**src/rtl/multi_channel_servo_pwm_core_macros.svh**
```systemverilog
// Assertion helpers for the servo pulse generator.
// Each assumes signals named clk and arst_n in the scope of use.
`ifndef MULTI_CHANNEL_SERVO_PWM_CORE_MACROS_SVH
`define MULTI_CHANNEL_SERVO_PWM_CORE_MACROS_SVH

// Check that a condition holds at every clock edge out of reset.
`define MCSP_ASSERT_ALWAYS(lbl, cond, msg) \
	lbl: assert property (@(posedge clk) disable iff (!arst_n) (cond)) \
		else $error(msg);

// Check that a consequence holds in the cycle after its trigger.
`define MCSP_ASSERT_NEXT(lbl, trig, cons, msg) \
	lbl: assert property (@(posedge clk) disable iff (!arst_n) (trig) |=> (cons)) \
		else $error(msg);

`endif

```
**src/rtl/mcsp_pkg.sv**
```systemverilog
package mcsp_pkg;

	// input item kinds
	localparam logic [1:0] ACT_SERIAL = 2'd0;
	localparam logic [1:0] ACT_TICK   = 2'd1;
	localparam logic [1:0] ACT_FRAME  = 2'd2;

	// serial command byte fields
	localparam int SEL_BIT  = 7;
	localparam int CTRL_BIT = 6;
	localparam logic [7:0] CMD_STOP  = 8'h40;
	localparam logic [7:0] CMD_START = 8'h41;

	localparam int CHAN_W  = 5;
	localparam int WIDTH_W = 6;
	localparam int COUNT_W = 8;
	localparam int PINS_W  = 32;

	// command queue geometry
	localparam int QDEPTH = 2;
	localparam int QPTR_W = 1;
	localparam int QCNT_W = 2;

	typedef enum logic [2:0] {
		OP_NOP,
		OP_SELECT,
		OP_STOP,
		OP_START,
		OP_WIDTH,
		OP_TICK,
		OP_FRAME
	} op_t;

	typedef struct packed {
		op_t                 op;
		logic [WIDTH_W-1:0]  arg;
	} cmd_t;

	typedef struct packed {
		logic full;
		logic empty;
	} q_stat_t;

	// power-on pulse widths: channels 8 to 11 start with a preset
	function automatic logic [WIDTH_W-1:0] reset_width(input int ch);
		logic [WIDTH_W-1:0] w;
		w = '0;
		case (ch)
			8:       w = 6'd10;
			9:       w = 6'd15;
			10:      w = 6'd20;
			11:      w = 6'd20;
			default: w = '0;
		endcase
		return w;
	endfunction

endpackage

```
**src/rtl/mcsp_in_if.sv**
```systemverilog
interface mcsp_in_if;
	logic       valid;
	logic       ready;
	logic [1:0] action;
	logic [7:0] rx_byte;

	modport source(output valid, output action, output rx_byte, input ready);
	modport sink(input valid, input action, input rx_byte, output ready);
endinterface

```
**src/rtl/mcsp_out_if.sv**
```systemverilog
interface mcsp_out_if;
	logic        valid;
	logic        ready;
	logic [31:0] pins;
	logic        running;
	logic [4:0]  selected_channel;

	modport source(output valid, output pins, output running, output selected_channel,
		input ready);
	modport sink(input valid, input pins, input running, input selected_channel,
		output ready);
endinterface

```
**src/rtl/mcsp_front.sv**
```systemverilog
module mcsp_front (
	mcsp_in_if.sink          item,
	input  mcsp_pkg::q_stat_t q_stat,
	output logic             push_valid,
	output mcsp_pkg::cmd_t   push_cmd
);

	assign item.ready = !q_stat.full;
	assign push_valid = item.valid && !q_stat.full;

	// classify the item into one back-end operation
	always_comb begin
		push_cmd.op  = mcsp_pkg::OP_NOP;
		push_cmd.arg = '0;
		unique case (item.action)
			mcsp_pkg::ACT_SERIAL: begin
				if (item.rx_byte[mcsp_pkg::SEL_BIT]) begin
					push_cmd.op  = mcsp_pkg::OP_SELECT;
					push_cmd.arg = {1'b0, item.rx_byte[mcsp_pkg::CHAN_W-1:0]};
				end else if (item.rx_byte[mcsp_pkg::CTRL_BIT]) begin
					if (item.rx_byte == mcsp_pkg::CMD_STOP)
						push_cmd.op = mcsp_pkg::OP_STOP;
					else if (item.rx_byte == mcsp_pkg::CMD_START)
						push_cmd.op = mcsp_pkg::OP_START;
				end else begin
					push_cmd.op  = mcsp_pkg::OP_WIDTH;
					push_cmd.arg = item.rx_byte[mcsp_pkg::WIDTH_W-1:0];
				end
			end
			mcsp_pkg::ACT_TICK:  push_cmd.op = mcsp_pkg::OP_TICK;
			mcsp_pkg::ACT_FRAME: push_cmd.op = mcsp_pkg::OP_FRAME;
			default:             push_cmd.op = mcsp_pkg::OP_NOP;
		endcase
	end

endmodule

```
**src/rtl/mcsp_queue.sv**
```systemverilog
module mcsp_queue (
	input  logic              clk,
	input  logic              arst_n,
	input  logic              push_valid,
	input  mcsp_pkg::cmd_t    push_cmd,
	input  logic              pop,
	output mcsp_pkg::cmd_t    head,
	output mcsp_pkg::q_stat_t q_stat
);

	mcsp_pkg::cmd_t                  mem_q [mcsp_pkg::QDEPTH];
	logic [mcsp_pkg::QPTR_W-1:0]     wr_ptr_q;
	logic [mcsp_pkg::QPTR_W-1:0]     rd_ptr_q;
	logic [mcsp_pkg::QCNT_W-1:0]     count_q;
	logic                            do_pop;

	assign q_stat.full  = (count_q == mcsp_pkg::QCNT_W'(mcsp_pkg::QDEPTH));
	assign q_stat.empty = (count_q == '0);
	assign do_pop       = pop && !q_stat.empty;
	assign head         = mem_q[rd_ptr_q];

	always_ff @(posedge clk) begin
		if (push_valid)
			mem_q[wr_ptr_q] <= push_cmd;
	end

	always_ff @(posedge clk or negedge arst_n) begin
		if (!arst_n) begin
			wr_ptr_q <= '0;
			rd_ptr_q <= '0;
			count_q  <= '0;
		end else begin
			if (push_valid)
				wr_ptr_q <= wr_ptr_q + 1'b1;
			if (do_pop)
				rd_ptr_q <= rd_ptr_q + 1'b1;
			case ({push_valid, do_pop})
				2'b10:   count_q <= count_q + 1'b1;
				2'b01:   count_q <= count_q - 1'b1;
				default: count_q <= count_q;
			endcase
		end
	end

endmodule

```
**src/rtl/mcsp_back.sv**
```systemverilog
module mcsp_back #(
	parameter int CHANNELS = 32
) (
	input  logic           clk,
	input  logic           arst_n,
	input  logic           q_valid,
	input  mcsp_pkg::cmd_t cmd,
	output logic           pop,
	mcsp_out_if.source     result
);

	logic [mcsp_pkg::WIDTH_W-1:0] width_q [CHANNELS];
	logic [mcsp_pkg::COUNT_W-1:0] cnt_q;
	logic [mcsp_pkg::CHAN_W-1:0]  sel_q;
	logic                         en_q;
	logic [mcsp_pkg::PINS_W-1:0]  pins_q;
	logic                         valid_q;
	logic [CHANNELS-1:0]          hit;

	// the state registers double as the result register
	assign pop                     = q_valid && (!valid_q || result.ready);
	assign result.valid            = valid_q;
	assign result.pins             = pins_q;
	assign result.running          = en_q;
	assign result.selected_channel = sel_q;

	for (genvar i = 0; i < CHANNELS; i++) begin : g_lane
		assign hit[i] = {2'b00, width_q[i]} > cnt_q;
	end

	// write the width of the selected channel; a select beyond the last channel hits none
	always_ff @(posedge clk or negedge arst_n) begin
		if (!arst_n) begin
			for (int i = 0; i < CHANNELS; i++) begin
				width_q[i] <= mcsp_pkg::reset_width(i);
			end
		end else if (pop && cmd.op == mcsp_pkg::OP_WIDTH) begin
			for (int i = 0; i < CHANNELS; i++) begin
				if (sel_q == mcsp_pkg::CHAN_W'(i))
					width_q[i] <= cmd.arg;
			end
		end
	end

	always_ff @(posedge clk or negedge arst_n) begin
		if (!arst_n) begin
			cnt_q   <= '0;
			sel_q   <= '0;
			en_q    <= 1'b1;
			pins_q  <= '0;
			valid_q <= 1'b0;
		end else begin
			if (pop) begin
				valid_q <= 1'b1;
				unique case (cmd.op)
					mcsp_pkg::OP_SELECT: sel_q <= cmd.arg[mcsp_pkg::CHAN_W-1:0];
					mcsp_pkg::OP_STOP:   en_q  <= 1'b0;
					mcsp_pkg::OP_START:  en_q  <= 1'b1;
					mcsp_pkg::OP_TICK: begin
						if (en_q) begin
							pins_q <= mcsp_pkg::PINS_W'(hit);
							cnt_q  <= cnt_q + 1'b1;
						end
					end
					mcsp_pkg::OP_FRAME: begin
						if (en_q)
							cnt_q <= '0;
					end
					default: ;
				endcase
			end else if (result.ready) begin
				valid_q <= 1'b0;
			end
		end
	end

endmodule

```
**src/rtl/multi_channel_servo_pwm_core.sv**
```systemverilog
// Flow: an accepted item is put in a two-entry command queue that separates the
// decoder from the channel state, then applied to the state registers, which serve
// as the result register. Throughput: one item per cycle while results are taken.
// Reset (arst_n low, asynchronous): generator running, channel 0 selected, tick count
// and pins clear, all widths zero except channels 8 to 11 at 10, 15, 20 and 20.
`include "multi_channel_servo_pwm_core_macros.svh"

module multi_channel_servo_pwm_core #(
	parameter int CHANNELS = 32
) (
	input  logic       clk,
	input  logic       arst_n,
	mcsp_in_if.sink    item,
	mcsp_out_if.source result
);

	// pin bits that belong to a real channel
	localparam logic [31:0] PIN_MASK = 32'((64'd1 << CHANNELS) - 64'd1);

	mcsp_pkg::q_stat_t q_stat;
	mcsp_pkg::cmd_t    push_cmd;
	mcsp_pkg::cmd_t    q_head;
	logic              push_valid;
	logic              q_pop;
	logic [31:0]       ghost_pins;
	logic              stop_tick;

	// Front: take each item and turn it into one operation (select, stop, start,
	// width, tick, frame or nothing). Hold input ready low only while the queue is full.
	mcsp_front u_front (
		.item       (item),
		.q_stat     (q_stat),
		.push_valid (push_valid),
		.push_cmd   (push_cmd)
	);

	// Queue: buffer decoded operations so that a stalled result does not stop intake
	// at once.
	mcsp_queue u_queue (
		.clk        (clk),
		.arst_n     (arst_n),
		.push_valid (push_valid),
		.push_cmd   (push_cmd),
		.pop        (q_pop),
		.head       (q_head),
		.q_stat     (q_stat)
	);

	// Back: apply one operation per cycle to the channel state and present the state
	// that follows as the result item. Advance only when the result slot is free.
	mcsp_back #(
		.CHANNELS (CHANNELS)
	) u_back (
		.clk     (clk),
		.arst_n  (arst_n),
		.q_valid (!q_stat.empty),
		.cmd     (q_head),
		.pop     (q_pop),
		.result  (result)
	);

	// pin bits outside the channel range, and a tick applied while stopped
	assign ghost_pins = result.pins & ~PIN_MASK;
	assign stop_tick  = q_pop && q_head.op == mcsp_pkg::OP_TICK && !result.running;

	// Pins of absent channels never rise.
	`MCSP_ASSERT_ALWAYS(a_no_ghost_pins, ghost_pins == 32'd0, "absent channel pin high")

	// The queue cannot be full and empty at once.
	`MCSP_ASSERT_ALWAYS(a_queue_state, !(q_stat.full && q_stat.empty), "queue full and empty")

	// Every applied operation produces a result item in the next cycle.
	`MCSP_ASSERT_NEXT(a_pop_result, q_pop, result.valid, "applied operation gave no item")

	// A tick while stopped leaves the pins as they were.
	`MCSP_ASSERT_NEXT(a_stopped_tick, stop_tick, $stable(result.pins), "stopped tick moved pins")

endmodule
```
**src/flat_wrapper.sv**
```systemverilog
// flat-port wrapper written by rule: the top's interface ports become plain ports
module multi_channel_servo_pwm_core_flat 
#(
	parameter int CHANNELS = 32
)
  (clk, arst_n, item_valid, item_action, item_rx_byte, item_ready, result_valid, result_pins, result_running, result_selected_channel, result_ready);
  mcsp_in_if item_i ();
  mcsp_out_if result_i ();
  input  logic clk;
  input  logic arst_n;
  input wire logic [$bits(item_i.valid)-1:0] item_valid;
  input wire logic [$bits(item_i.action)-1:0] item_action;
  input wire logic [$bits(item_i.rx_byte)-1:0] item_rx_byte;
  output wire logic [$bits(item_i.ready)-1:0] item_ready;
  output wire logic [$bits(result_i.valid)-1:0] result_valid;
  output wire logic [$bits(result_i.pins)-1:0] result_pins;
  output wire logic [$bits(result_i.running)-1:0] result_running;
  output wire logic [$bits(result_i.selected_channel)-1:0] result_selected_channel;
  input wire logic [$bits(result_i.ready)-1:0] result_ready;
  assign item_i.valid = item_valid;
  assign item_i.action = item_action;
  assign item_i.rx_byte = item_rx_byte;
  assign item_ready = item_i.ready;
  assign result_valid = result_i.valid;
  assign result_pins = result_i.pins;
  assign result_running = result_i.running;
  assign result_selected_channel = result_i.selected_channel;
  assign result_i.ready = result_ready;
  multi_channel_servo_pwm_core #(.CHANNELS(CHANNELS)) u_core (.clk(clk), .arst_n(arst_n), .item(item_i), .result(result_i));
endmodule
```
**config.mk**
```make
export PLATFORM = sky130hd
export DESIGN_NAME = multi_channel_servo_pwm_core_flat
export DESIGN_NICKNAME = d
export VERILOG_FILES = /design/src/rtl/mcsp_pkg.sv /design/src/rtl/mcsp_in_if.sv /design/src/rtl/mcsp_out_if.sv /design/src/rtl/mcsp_front.sv /design/src/rtl/mcsp_queue.sv /design/src/rtl/mcsp_back.sv /design/src/rtl/multi_channel_servo_pwm_core.sv /design/src/flat_wrapper.sv
export VERILOG_INCLUDE_DIRS = /design/src /design/src/rtl
export SDC_FILE = /design/constraint.sdc
export NUM_CORES = 1
export LEC_CHECK = 0
export BUFFER_PORTS_ARGS = -buffer_cell sky130_fd_sc_hd__buf_2
export CAP_MARGIN = 20
export CORE_MARGIN = 1.5
export CORE_UTILIZATION = 63
export DETAILED_ROUTE_END_ITERATION = 10
export PLACE_DENSITY = 0.81
export SYNTH_ARGS = -nofsm -noshare
export SYNTH_HDL_FRONTEND = slang
export SYNTH_SLANG_ARGS = --single-unit
```
**constraint.sdc**
```tcl
create_clock -name clk -period 2.5 [get_ports clk]
set_input_delay 0.25 -clock clk [delete_from_list [all_inputs] [get_ports clk]]
set_output_delay 0.25 -clock clk [all_outputs]
set_load 0.02 [all_outputs]
```
==> metrics.txt, run 1 <==
setup repair bufs after CTS 0; Clock Sink Count 261; Synth cell types 54; VDD IR max 0.675 mV; GRT Util Overall 28.5%; Switching Share 39.2%; Seq pwr share 33.2%; accumulated negative setup slack 0 ns; Clock Power Share 22.6%; root buffer cell clkbuf_16; total number of vias 9,969; Total Power 18.4 mW; final hold violations 0; DRC viols 0; hold worst-path end u_core.u_queue.mem_q[0][4]; period utilization 93.9%; fill count 1,532; global-route wire length before repair 53.6 mm; drt pass-1 iters 5; Overflow after GRT 0; WL/cell 20.5 um; PwrDens 1130 mW/mm2; unrepaired setup endpoints after global routing false; Hold Crit Start item_rx_byte[4]; sequential share of the synthesized area 45.4%; R2R Path Start u_core.u_queue.rd_ptr_q; Sw Pwr 7.24 mW; Post-DP HPWL 20.6 mm; vias in the first global route 10.4k; Yosys top cell area share 39.7%; Post-synth EDFFs 18; Die Footprint 0.0241 mm2; Reg clk slew, reported paths 0.06 ns; H-tree levels 1; Rows 55; Worst R2R End u_core.u_back.width_q[162]; WS Path Type flop to flop; CP Launch Type flop; count leader, synth dfrtp_1; Skew-Pair Late Insertion Delay 0.53 ns; Worst slew margin 35.2%; Area growth syn-to-layout 12.2%; MaxCap Viol Count 0; ranking of synthesized cells by area dfrtp_1 40%, ha_1 17%, mux2_2 16%; gp weighted congestion 0.829; antenna cell count 0; #FFs+latches synth 261; CTS tree built; measured slew at the worst slew-check pin 0.972 ns; syn nets 1,433; Register Area 0.00664 mm2; Synth top cells by count 232 x dfrtp_1, 202 x mux2_2, 196 x ha_1, 92 x nand2_1, 73 x inv_1; hold path cells 2; PortBufs 53; worst hold path type primary input to flop; R2R setup slack 0.15 ns; Post-Syn Area 0.0146 mm2; Critical Path Sink Type flop; DR iter-0 viols 547; largest net degree at the start of global routing 75; WP data required 2.92 ns; share of layout cells above drive strength 1 29.1%; initial antenna violation count 0; nets@finish 1,522; Yosys Warn Count 0; DIE HEIGHT 155 um; Slew Limit Fails 0; Avg Cell Area, Syn 11.9 um2; peak fanout along the critical path 6; Ports 54; Setup-failing EPs final 0; fraction of registers with async set/reset 93.1%; Pleak 8.20 nW; Core Area 0.0227 mm2; Via density 6.16; min Tclk post-route 2.35 ns; skew final 0.00781 ns; Die Span X 155 um; Cell Int Power 11.2 mW; synthesized instance count 1,223; CTS max path bufs 3; Primary FF master, synth dfrtp_1; Starting Density 64.3%; worst-case reg-to-reg path depth 5; Max Freq 0.426 GHz; Final ANT Viol Nets 0; Num CTS Buffers 28; Total Wirelength 33.2 mm; Multi-input gate area 0.00757 mm2; area leader, netlist dfrtp_1; status completed; critical path arrival 2.76 ns; Gate power share 44.2%
==> layout by cell type (no fill, tap or decap), drive strengths merged, types with 8 or more instances in the layout <==
cell type  instances
dfrtp            232
mux2             204
ha               196
nand2             92
buf               85
inv               73
o21ai             63
nor2              59
a21oi             56
clkbuf            41
nand4             33
o31ai             25
a21o              22
a31oi             22
edfxtp            18
nand2b            17
o211ai            11
dfstp             11
a2111oi           10
clkinv             9
and2               8
==> worst max-delay path by stage <==
stage	start	to	slack, ns
global route	u_core.u_queue.rd_ptr_q	u_core.u_back.width_q[153]	0.02
floorplan	u_core.u_back.cnt_q[3]	u_core.u_back.result.pins[18]	0.41
CTS	u_core.u_queue.rd_ptr_q	u_core.u_back.width_q[42]	0.18
finish	u_core.u_queue.rd_ptr_q	u_core.u_back.width_q[162]	0.15
detailed placement	u_core.u_queue.rd_ptr_q	u_core.u_back.width_q[136]	0.006
global placement	u_core.u_queue.rd_ptr_q	u_core.u_back.width_q[131]	0.10
==> final cells by class <==
cell class / count / share of cell area (%)
Multi-Input combinational cell: 862 / 46.2
Tap cell: 285 / 2.18
Sequential cell: 261 / 40.5
Clock inverter: 11 / 0.619
Clock buffer: 41 / 5.13
Timing Repair Buffer: 86 / 3.67
Inverter: 73 / 1.67
==> metrics by stage <==
stage / worst slack [ns] / cell area (um2) / utilization, % / instances / hold slack (ns)
after floorplan: 0.414 / 14600 / - / 1223 / -0.0456
after global placement: 0.105 / 15400 / 67.9 / 1566 / 0.263
after detailed placement: 0.00562 / 15400 / 67.9 / 1566 / 0.262
after CTS: 0.181 / 16400 / 72.1 / 1619 / 0.0177
after global routing: 0.0178 / 16400 / 72.1 / 1619 / 0.0374
final: 0.153 / 16400 / 72.1 / 1619 / 0.0311
==> metal layers <==
layer | GRT usage, % | up-vias | share of wire (%)
li1 | - | 4660 | -
met1 | 35.7 | 4994 | 42
met2 | 51.2 | 235 | 51
met3 | 3.18 | 80 | 3.8
met4 | 10.3 | 0 | 2.9
met5 | 0 | - | 0
==> worst max-delay path, stage by stage, from the launching register on <==
cell and delay, ns:
dfrtp_1 0.49, and3b_1 0.23, o211ai_1 0.32, nor3b_1 0.52, nand2_1 0.31, mux2_2 0.35
==> power groups by stage <==
stage | registers [mW] | clock network, mW | logic, mW
4_1_cts | 6.11 | 4.22 | 8.14
5_1_grt | 6.24 | 4.39 | 9.10
3_3_place_gp | 6.12 | 0 | 7.72
6_report | 6.12 | 4.17 | 8.15
3_5_place_dp | 6.17 | 0 | 8.03
2_1_floorplan | 6.35 | 0 | 5.50
==> cells by family after synthesis <==
kind of cell	count (synthesis)	share of synthesized area, %
muxes	206	15.9
AOI/OAI and AO/OA	213	10.2
adders and majority gates	196	16.8
buffers and inverters	100	2.76
DFF	261	45.4
and+or+nand+nor	241	8.57
xor gates and xnor gates	6	0.360
==> sequential cells by signal (all words and copies together) (netlist names), 2 cells and up <==
| signal | count |
|---|---|
| u_core.u_back.width_q | 192 |
| u_core.u_back.result.pins | 32 |
| u_core.u_queue.mem_q | 18 |
| u_core.u_back.cnt_q | 8 |
| u_core.u_back.result.selected_channel | 5 |
| u_core.u_queue.count_q | 2 |
==> timing repair <==
action | 4_1_cts | 5_1_grt
resized for setup | 1 | 0
hold buffers | 1 | 0
endpoints found under the setup margin | 3 | 0
endpoints found under the hold margin | 66 | 0
Note: power is estimated with default switching activity, not from simulation.
==> run 2, diff against run 1 <==
--- a/config.mk
+++ b/config.mk
@@ -12,6 +12,7 @@
 export CORE_UTILIZATION = 63
 export DETAILED_ROUTE_END_ITERATION = 10
 export PLACE_DENSITY = 0.81
+export REMOVE_ABC_BUFFERS = 1
 export SYNTH_ARGS = -nofsm -noshare
 export SYNTH_HDL_FRONTEND = slang
 export SYNTH_SLANG_ARGS = --single-unit
==> run 2 against run 1 <==
Combinational power down 0.7%; non-clock buffer count is 3 lower; die area is the same; clock skew is 0.012 ns higher; hold slack lost 0.0067 ns; sequential cell count stayed put; largest power group unchanged; maximum frequency decreased by 2.3%.
==> metrics.txt, run 2 (synthesized netlist as in run 1, its figures left out) <==
DR iter-0 viols 501; Starting Density 64.3%; VDD IR max 0.692 mV; accumulated negative setup slack 0 ns; Setup-failing EPs final 0; initial antenna violation count 0; Via density 6.15; WS Path Type flop to flop; WP depth 6; GRT Util Overall 28.6%; H-tree levels 1; PortBufs 53; Die Footprint 0.0241 mm2; Total Wirelength 33.0 mm; gp weighted congestion 0.821; Worst slew margin 36.0%; CTS max path bufs 3; critical path arrival 2.82 ns; Max Freq 0.416 GHz; DRC viols 0; CP Launch Type flop; Area growth syn-to-layout 12.2%; Slew Limit Fails 0; final hold violations 0; WL/cell 20.4 um; Rows 55; Fin Hold WS 0.0244 ns; Total Power 18.5 mW; antenna cell count 0; Overflow after GRT 0; root buffer cell clkbuf_16; Pleak 8.18 nW; crit-path cells and3b_1 > o211ai_1 > buf_4 > or3b_4 > nor2_4 > mux2_2; MaxCap Viol Count 0; Core Area 0.0227 mm2; Ports 54; PwrDens 1130 mW/mm2; Clock Sink Count 261; measured slew at the worst slew-check pin 0.960 ns; drt pass-1 iters 5; highest-count cells in the layout ignoring fill and taps 232 x dfrtp_1, 202 x mux2_2, 196 x ha_1; worst hold path type primary input to flop; most common cell after layout, fill and taps aside dfrtp_1; Post-DP HPWL 20.7 mm; share of layout cells above drive strength 1 29.1%; WP data required 2.92 ns; Layout Cells excl Fill 1,616; vias in the first global route 10.4k; global-route wire length before repair 54.1 mm; Post-Place Cells 1,563; worst stage delay on the critical path 0.49 ns; Reg clk slew, reported paths 0.06 ns; Largest register FFs 192; largest net degree at the start of global routing 76; period utilization 96.1%; min Tclk post-route 2.40 ns; setup repair bufs after CTS 0; skew final 0.0194 ns; Num CTS Buffers 28; status completed; DIE HEIGHT 155 um; Skew-Pair Late Insertion Delay 0.55 ns; WP buf/inv 1; nets@finish 1,519; CTS tree built; peak fanout along the critical path 6; total number of vias 9,941; Top reg by flops u_core.u_back.width_q; CP max stage cell dfrtp_1; Core Util, Final 72.2%; CP delay by family, top simple AND/OR/NAND/NOR gates; worst-case reg-to-reg path depth 6; Critical Path Sink Type flop; Final ANT Viol Nets 0; hold path cells 2; Die Span X 155 um; unrepaired setup endpoints after global routing true
==> run 2: what timing repair did <==
action,4_1_cts,5_1_grt
hold endpoints to repair,65,0
hold buffers,1,0
gates resized for setup,2,1
setup endpoints to repair,11,9
==> run 2: power breakdown <==
part | total, mW | internal (mW) | switching (mW)
registers | 6.18 | 5.39 | 0.787
logic | 8.09 | 3.28 | 4.81
clock network | 4.21 | 2.57 | 1.64
==> run 2: metal layers <==
layer  wire length (um)  vias up  global-route usage (%)
met5                  0        -                       0
met3               1780       59                    3.48
met4                762        0                    8.89
met2              15700      274                    48.0
li1                   -     4651                       -
met1              14800     4957                    39.3
==> run 2: through the flow <==
step           setup WS [ns]  cell area [um2]
2_1_floorplan         -0.774            14500
3_3_place_gp           0.158            15400
3_5_place_dp         -0.0350            15400
4_1_cts                0.136            16400
5_1_grt             -0.00132            16400
6_report              0.0984            16400
==> run 2: cell type report <==
type / count / area, um2
Sequential cell: 261 / 6640
Tap cell: 285 / 357
Timing Repair Buffer: 83 / 578
Multi-Input combinational cell: 862 / 7580
Clock buffer: 49 / 921
Fill cell: 1500 / 6320
Clock inverter: 3 / 40.0
Inverter: 73 / 274
==> run 2: worst paths after layout <==
kind                                                      to                         start  slack (ns)
min in group asynchronous          u_core.u_back.width_q[28]                        arst_n        0.27
worst max-delay path               u_core.u_back.width_q[37]       u_core.u_queue.rd_ptr_q         0.1
max in group asynchronous         u_core.u_back.width_q[130]                        arst_n        1.39
worst min-delay path              u_core.u_queue.mem_q[0][4]               item_rx_byte[4]        0.02
worst min register to register  u_core.u_back.result.pins[1]  u_core.u_back.result.pins[1]        0.47
worst max register to register     u_core.u_back.width_q[37]       u_core.u_queue.rd_ptr_q         0.1
